### config.mk
export PLATFORM = sky130hd
export DESIGN_NAME = gated_window_moving_average_top_flat
export DESIGN_NICKNAME = d
export VERILOG_FILES = /design/src/sv/gwma_pkg.sv /design/src/sv/gwma_in_if.sv /design/src/sv/gwma_out_if.sv /design/src/sv/gwma_in_reg.sv /design/src/sv/gwma_datapath.sv /design/src/sv/gwma_out_reg.sv /design/src/sv/gated_window_moving_average_top.sv /design/src/flat_wrapper.sv
export SDC_FILE = /design/constraint.sdc
export NUM_CORES = 1
export LEC_CHECK = 0
export BUFFER_PORTS_ARGS = -buffer_cell sky130_fd_sc_hd__buf_2
export CAP_MARGIN = 5
export CORE_MARGIN = 8
export CORE_UTILIZATION = 40
export CTS_CLUSTER_SIZE = 8
export DETAILED_ROUTE_END_ITERATION = 8
export PLACE_DENSITY = 0.61
export SKIP_CTS_REPAIR_TIMING = 1
export SYNTH_ARGS = -nofsm -noshare
export SYNTH_HDL_FRONTEND = slang
export SYNTH_SLANG_ARGS = --single-unit
### constraint.sdc
create_clock -name clk -period 5.27 [get_ports clk]
set_clock_uncertainty 0.05 [all_clocks]
set_input_delay 0.527 -clock clk [delete_from_list [all_inputs] [get_ports clk]]
set_output_delay 0.527 -clock clk [all_outputs]
set_load 0.01 [all_outputs]
### src/sv/gwma_pkg.sv
package gwma_pkg;

    localparam int WIN_SIZE = 16;
    localparam int WIN_LOG2 = $clog2(WIN_SIZE);
    localparam int SAMPLE_W = 16;
    localparam int THRESH_W = 12;
    localparam int SUM_W    = SAMPLE_W + WIN_LOG2;
    localparam int DEV_W    = SAMPLE_W + 1;

    localparam logic [THRESH_W-1:0] THRESH_RESET = THRESH_W'(48);

    typedef logic signed [SAMPLE_W-1:0] sample_t;
    typedef logic [THRESH_W-1:0]        thresh_t;
    typedef logic signed [SUM_W-1:0]    sum_t;
    typedef logic [WIN_LOG2-1:0]        pos_t;

    typedef struct packed {
        sample_t average;
        logic    accepted;
    } result_t;

    typedef struct packed {
        logic advance;
    } step_ctrl_t;

endpackage

### src/sv/gwma_in_if.sv
interface gwma_in_if
    import gwma_pkg::*;
();
    logic    valid;
    logic    ready;
    sample_t sample;

    modport source (output valid, output sample, input ready);
    modport sink   (input valid, input sample, output ready);
endinterface

### src/sv/gwma_out_if.sv
interface gwma_out_if
    import gwma_pkg::*;
();
    logic    valid;
    logic    ready;
    sample_t average;
    logic    accepted;

    modport source (output valid, output average, output accepted, input ready);
    modport sink   (input valid, input average, input accepted, output ready);
endinterface

### src/sv/gwma_in_reg.sv
module gwma_in_reg
    import gwma_pkg::*;
(
    input  logic       clk,
    input  logic       rst_n,
    gwma_in_if.sink    in_ch,
    input  step_ctrl_t ctrl,
    output logic       valid,
    output sample_t    sample
);

    logic    valid_reg;
    logic    valid_next;
    sample_t sample_reg;

    // slot is free when empty or draining this cycle
    assign in_ch.ready = !valid_reg || ctrl.advance;

    always_comb
    begin
        valid_next = valid_reg;
        if (ctrl.advance)
        begin
            valid_next = 1'b0;
        end
        if (in_ch.valid && in_ch.ready)
        begin
            valid_next = 1'b1;
        end
    end

    always_ff @(posedge clk or negedge rst_n)
    begin
        if (!rst_n)
        begin
            valid_reg <= 1'b0;
        end
        else
        begin
            valid_reg <= valid_next;
        end
    end

    always_ff @(posedge clk)
    begin
        if (in_ch.valid && in_ch.ready)
        begin
            sample_reg <= in_ch.sample;
        end
    end

    assign valid  = valid_reg;
    assign sample = sample_reg;

endmodule

### src/sv/gwma_datapath.sv
module gwma_datapath
    import gwma_pkg::*;
(
    input  logic       clk,
    input  logic       rst_n,
    input  step_ctrl_t ctrl,
    input  sample_t    sample,
    input  logic       threshold_we,
    input  thresh_t    threshold_wdata,
    output result_t    result
);

    sample_t window_reg [WIN_SIZE];
    pos_t    pos_reg;
    pos_t    pos_next;
    sum_t    sum_reg;
    sum_t    sum_next;
    thresh_t thresh_reg;

    sample_t                  old_slot;
    sample_t                  avg_now;
    logic signed [DEV_W-1:0]  dev;
    logic [DEV_W-1:0]         dev_abs;
    logic                     take;

    assign old_slot = window_reg[pos_reg];
    // floor of sum over window by arithmetic shift
    assign avg_now  = sum_reg[SUM_W-1:WIN_LOG2];

    always_comb
    begin
        dev      = {sample[SAMPLE_W-1], sample} - {avg_now[SAMPLE_W-1], avg_now};
        dev_abs  = dev[DEV_W-1] ? DEV_W'(-dev) : DEV_W'(dev);
        take     = (dev_abs < {{(DEV_W-THRESH_W){1'b0}}, thresh_reg}) ||
                   (old_slot == '0);
        sum_next = sum_reg + {{WIN_LOG2{sample[SAMPLE_W-1]}}, sample}
                           - {{WIN_LOG2{old_slot[SAMPLE_W-1]}}, old_slot};
        pos_next = (pos_reg == pos_t'(WIN_SIZE - 1)) ? '0 : pos_reg + pos_t'(1);
        result.accepted = take;
        result.average  = take ? sum_next[SUM_W-1:WIN_LOG2] : avg_now;
    end

    always_ff @(posedge clk or negedge rst_n)
    begin
        if (!rst_n)
        begin
            for (int i = 0; i < WIN_SIZE; i++)
            begin
                window_reg[i] <= '0;
            end
            pos_reg <= '0;
            sum_reg <= '0;
        end
        else if (ctrl.advance && take)
        begin
            window_reg[pos_reg] <= sample;
            pos_reg             <= pos_next;
            sum_reg             <= sum_next;
        end
    end

    always_ff @(posedge clk or negedge rst_n)
    begin
        if (!rst_n)
        begin
            thresh_reg <= THRESH_RESET;
        end
        else if (threshold_we)
        begin
            thresh_reg <= threshold_wdata;
        end
    end

endmodule

### src/sv/gwma_out_reg.sv
module gwma_out_reg
    import gwma_pkg::*;
(
    input  logic       clk,
    input  logic       rst_n,
    input  step_ctrl_t ctrl,
    input  result_t    result,
    output logic       busy,
    gwma_out_if.source out_ch
);

    logic    valid_reg;
    logic    valid_next;
    result_t result_reg;

    always_comb
    begin
        valid_next = valid_reg;
        if (out_ch.ready)
        begin
            valid_next = 1'b0;
        end
        if (ctrl.advance)
        begin
            valid_next = 1'b1;
        end
    end

    always_ff @(posedge clk or negedge rst_n)
    begin
        if (!rst_n)
        begin
            valid_reg <= 1'b0;
        end
        else
        begin
            valid_reg <= valid_next;
        end
    end

    always_ff @(posedge clk)
    begin
        if (ctrl.advance)
        begin
            result_reg <= result;
        end
    end

    // held result blocks the next step until taken
    assign busy            = valid_reg && !out_ch.ready;
    assign out_ch.valid    = valid_reg;
    assign out_ch.average  = result_reg.average;
    assign out_ch.accepted = result_reg.accepted;

endmodule

### src/sv/gated_window_moving_average_top.sv
// channel    dir  payload                         handshake
// in_ch      in   sample[15:0] signed Q12.4       valid / ready
// out_ch     out  average[15:0] signed, accepted  valid / ready
// threshold  in   threshold_wdata[11:0]           threshold_we, no wait
//
// one request per cycle sustained while out_ch takes results; a request goes from input to result
// through the input register, then one pass through the window update into the result register
// rst_n clears the window, sum, position and threshold (back to 48) at once
// a held result stalls the pass; the input register still takes one request
// config writes take effect on the next request that reaches the pass
module gated_window_moving_average_top
    import gwma_pkg::*;
(
    input  logic       clk,
    input  logic       rst_n,
    gwma_in_if.sink    in_ch,
    gwma_out_if.source out_ch,
    input  logic       threshold_we,
    input  thresh_t    threshold_wdata
);

    // staged request feeding the window pass
    logic       stage_valid;
    sample_t    stage_sample;
    logic       out_busy;
    step_ctrl_t ctrl;
    result_t    result;

    // a request steps through the window whenever the result register is free
    assign ctrl.advance  = stage_valid && !out_busy;

    gwma_in_reg u_in_reg (
        .clk    (clk),
        .rst_n  (rst_n),
        .in_ch  (in_ch),
        .ctrl   (ctrl),
        .valid  (stage_valid),
        .sample (stage_sample)
    );

    // deviation gate, running sum and circular window
    gwma_datapath u_datapath (
        .clk             (clk),
        .rst_n           (rst_n),
        .ctrl            (ctrl),
        .sample          (stage_sample),
        .threshold_we    (threshold_we),
        .threshold_wdata (threshold_wdata),
        .result          (result)
    );

    gwma_out_reg u_out_reg (
        .clk    (clk),
        .rst_n  (rst_n),
        .ctrl   (ctrl),
        .result (result),
        .busy   (out_busy),
        .out_ch (out_ch)
    );

endmodule

### src/flat_wrapper.sv
// flat-port wrapper written by rule: the top's interface ports become plain ports
module gated_window_moving_average_top_flat import gwma_pkg::*;
  (clk, rst_n, threshold_we, threshold_wdata, in_ch_valid, in_ch_sample, in_ch_ready, out_ch_valid, out_ch_average, out_ch_accepted, out_ch_ready);
  gwma_in_if in_ch_i ();
  gwma_out_if out_ch_i ();
  input  logic clk;
  input  logic rst_n;
  input  logic threshold_we;
  input  thresh_t threshold_wdata;
  input wire logic [$bits(in_ch_i.valid)-1:0] in_ch_valid;
  input wire logic [$bits(in_ch_i.sample)-1:0] in_ch_sample;
  output wire logic [$bits(in_ch_i.ready)-1:0] in_ch_ready;
  output wire logic [$bits(out_ch_i.valid)-1:0] out_ch_valid;
  output wire logic [$bits(out_ch_i.average)-1:0] out_ch_average;
  output wire logic [$bits(out_ch_i.accepted)-1:0] out_ch_accepted;
  input wire logic [$bits(out_ch_i.ready)-1:0] out_ch_ready;
  assign in_ch_i.valid = in_ch_valid;
  assign in_ch_i.sample = in_ch_sample;
  assign in_ch_ready = in_ch_i.ready;
  assign out_ch_valid = out_ch_i.valid;
  assign out_ch_average = out_ch_i.average;
  assign out_ch_accepted = out_ch_i.accepted;
  assign out_ch_i.ready = out_ch_ready;
  gated_window_moving_average_top u_core (.clk(clk), .rst_n(rst_n), .in_ch(in_ch_i), .out_ch(out_ch_i), .threshold_we(threshold_we), .threshold_wdata(threshold_wdata));
endmodule
==> impl_results.md <==
* Status: complete, no violations
* Vias in the first global route at 11.66k
* Combinational share of power at 0.568
* Final setup fails at 0
* F_max at 195.3 MHz
* Detailed Routing Iterations Pass 1 at 5
* Simple-gate share of the synthesized area at 0.06892
* Clock network power share at 0.191
* Clk Latency, worst-skew pair at 0.56 ns
* IO Port Bufs at 51
* Top-area cell type share of the netlist area at 0.4061
* Max-Cap Viols at 0
* Worst r2r src: u_core.u_datapath.pos_reg[0]$_DFFE_PN0P_
* Largest family of logic cells by synthesized area: multiplexers
* Routed via count at 11.08k
* I/O pin total at 52
* Max rail drop VDD at 508.1 µV
* Synth unique cells at 79
* Setup TNS at 0 ns
* Crit path from: u_core.u_datapath.pos_reg[0]$_DFFE_PN0P_
* Remaining antenna violation count at 0
* Via/cell ratio at 5.355
* Sw Ratio at 0.3953
* Ant diodes at 0
* Slew headroom at 0.3329
* Worst hold slack at 0.09001 ns
* Residual DRC at 0
* Area contributors post-synth: dfrtp_1 41%, mux2_2 13%, mux4_2 8.0%, mux2_4 6.7%, edfxtp_1 5.5%
* Cts bufs inserted at 46
* First-pass GRT wire length at 66,250 µm
* Syn Inst Count at 1,337
* Max Slew Vio Count at 0
* Avg Cell Area, Syn at 13.46 µm²
* Post-DP HPWL at 27,930 µm
* Area leader, netlist: dfrtp_1
* Async SR Flop Fraction at 0.8991
* Fin util at 0.4730
* Initial core utilization at 0.4060
* First DRT Iteration DRCs at 565
* Hold Vio Cnt, Final at 0
* Flop pwr share at 0.241
* Post-synthesis compound-gate area fraction at 0.05751
* Mapped Area at 17,990 µm²
* # rows at 77
* Core area at 44,320 µm²
* DIE WIDTH at 228.1 µm
* Worst R2R End: u_core.u_out_reg.out_ch.average[14]$_DFFE_PP_
* Post-Synth Adder-Cell Area at 0.05842
* Internal Power at 8.496 mW
* Clk buf depth at 3
* Share of cells above drive strength 1 at 0.4208
* Worst-path fanout max at 5
* Die ar. at 52,020 µm²
* Mux share of post-synthesis cell area at 0.2831
* Met3 Use GR at 0.02730
* NetSw at 5.554 mW
* Total gr overflow at 0
* Register area share after synthesis at 0.4641
* Number of fill cells in the layout at 3,954
* Pwr Total at 14.05 mW
* Worst-Margin Slew at 0.9982 ns
* Worst reg2reg setup slack at 0.15 ns
* Startpoint types: flop
* Final Cycle Share at 0.9715
* EDFF count, synth at 33
* CTS tree: done
* Met1 usage in global routing at 0.2177
* Min Tclk post-route at 5.120 ns
* Post-synthesis xor/xnor area fraction at 0.02093
* Number of synthesized register bits at 327
* Critical Path Sink: u_core.u_out_reg.out_ch.average[14]$_DFFE_PP_
* RD Place Congestion at 0.8125
* Crit path max-delay family: compound AO/OA/AOI/OAI gates
* Largest net degree at the start of global routing at 148
* Initial antenna violation count at 1
* Vert. Die Dim at 228.1 µm
* Syn nets at 1,442
* Fin cells at 2,070
* Max incr delay on CP at 0.50 ns
* Max reg flops at 256
* Routed WL per cell at 20.19 µm
* YS warnings at 0
* H-Tree Depth at 2
* Reg2reg path depth at 18
* Critical path's slowest cell: mux4_2
* Post-placement cell count at 1,986
* Met2 Track Usage GR at 0.2536
* Pwr Density at 670.3 nW/µm²
* Critical Path AT at 5.37 ns
* Final wirelength at 41,800 µm
* WS Path Type: flop to flop
* CTS clock-pin slew for the worst setup and hold paths at 0.05 ns
* NumNets Final at 1,571
* Levels on crit path at 18
* Primary FF master, synth: dfrtp_1
* Hold Crit Class: primary input to flop
* Clock Tree Root: clkbuf_16
* GRT busiest layer: met2
* Critical Path RT at 5.52 ns
* CP Buf/Inv Count at 4
* P&R area growth vs syn at 16.51%
* CP Capture Type: flop
* Sink Count at 327
* Gr usage total at 0.1573
* Static Leak at 10.04 nW
* CP cell instances: clkbuf_4, buf_4, mux4_2, a22oi_1, nand2_1, fa_1, inv_1, ha_1, o2111ai_1, nand3_1, o41ai_2, buf_4, o211ai_1, o41a_1, a41o_1, o41ai_2, xnor2_1, mux2_2
==> power by group through the flow <==
stage          clock, mW  sequential (mW)  combinational, mW
6_report            2.68             3.39               7.98
5_1_grt             2.85             3.44               8.73
4_1_cts             2.76             3.40               7.31
3_5_place_dp           0             3.43               7.27
3_3_place_gp           0             3.42               7.12
2_1_floorplan          0             3.35               5.45
==> cell families after synthesis <==
kind of cell               count (synthesis)
AOI/OAI and AO/OA                        147
DFF                                      327
and+or+nand+nor                          210
adders and majority gates                 72
muxes                                    362
buffers and inverters                    176
xor gates and xnor gates                  43
==> area by class of cell <==
class                           count  area, µm²  share of cell area
Sequential cell                   327       8356              0.3986
Tap cell                          592      740.7             0.03534
Clock inverter                      2      60.06            0.002865
Clock buffer                       58       1217             0.05808
Timing Repair Buffer              155       1281             0.06112
Multi-Input combinational cell    834       8924              0.4257
Inverter                          102      382.9             0.01827
==> worst reg2reg max path, stage by stage (launching register included) <==
cell	delay (ns)
dfrtp_4	0.47
clkbuf_4	0.21
buf_4	0.15
mux4_2	0.50
a22oi_1	0.32
nand2_1	0.18
fa_1	0.50
inv_1	0.04
ha_1	0.29
o2111ai_1	0.08
nand3_1	0.14
o41ai_2	0.21
buf_4	0.17
o211ai_1	0.13
o41a_1	0.44
a41o_1	0.24
o41ai_2	0.33
xnor2_1	0.12
mux2_2	0.27
==> worst min path at each step <==
stage,startpoint,end,slack (ns),depth (start not counted)
6_report,in_ch_sample[4],u_core.u_in_reg.sample[4]$_DFFE_PP_,0.09,1
5_1_grt,in_ch_sample[4],u_core.u_in_reg.sample[4]$_DFFE_PP_,0.07,1
4_1_cts,rst_n,u_core.u_datapath.sum_reg[16]$_DFFE_PN0P_,-0.04,1
3_5_place_dp,u_core.u_in_reg.valid$_DFFE_PN0P_,u_core.u_out_reg.out_ch.valid$_DFFE_PN0P_,0.44,1
3_3_place_gp,u_core.u_in_reg.valid$_DFFE_PN0P_,u_core.u_out_reg.out_ch.valid$_DFFE_PN0P_,0.42,1
2_1_floorplan,rst_n,u_core.u_datapath.pos_reg[0]$_DFFE_PN0P_,0.18,0
==> metal layers <==
metal	share of wire	vias to the layer above	wire length (µm)
li1	-	5089	-
met1	0.47	5745	19620
met2	0.47	177	19550
met3	0.042	73	1741
met4	0.021	0	881
met5	0	-	0
==> layout by cell type, fill, tap and decap left out, types with 33 or more instances in the layout <==
cell / Yosys / routed
mux4_2: 64 / 64
nor2_1: 35 / 35
edfxtp_1: 33 / 33
dfrtp_1: 292 / 290
nand2_1: 67 / 65
ha_1: 52 / 52
buf_2: 17 / 50
inv_1: 102 / 102
mux2_4: 80 / 80
mux2_2: 205 / 205
buf_4: 2 / 81
xnor2_1: 33 / 33
clkbuf_16: 0 / 48
==> Yosys cell counts (all sizes together), types with 4 or more instances <==
cell,number
fa,20
and3,8
inv,102
a21o,6
nor2b,6
o21ai,36
xnor2,33
o41ai,4
mux2,295
nor3,22
dfrtp,292
edfxtp,33
clkbuf,36
a22oi,32
mux4,64
a21oi,29
nor4,7
buf,38
nand2,67
o21a,5
ha,52
nand2b,12
nand3,29
xor2,10
nor2,35
nand4,4
==> per-stage QoR <==
step,setup WS (ns),area (µm²)
after global placement,-0.2008,19220
final,0.1501,20960
after floorplan,0.02913,17990
after global routing,-0.01309,20960
after detailed placement,-0.2776,19220
after CTS,-0.3222,20500
Power figures use the tool's default switching activity.
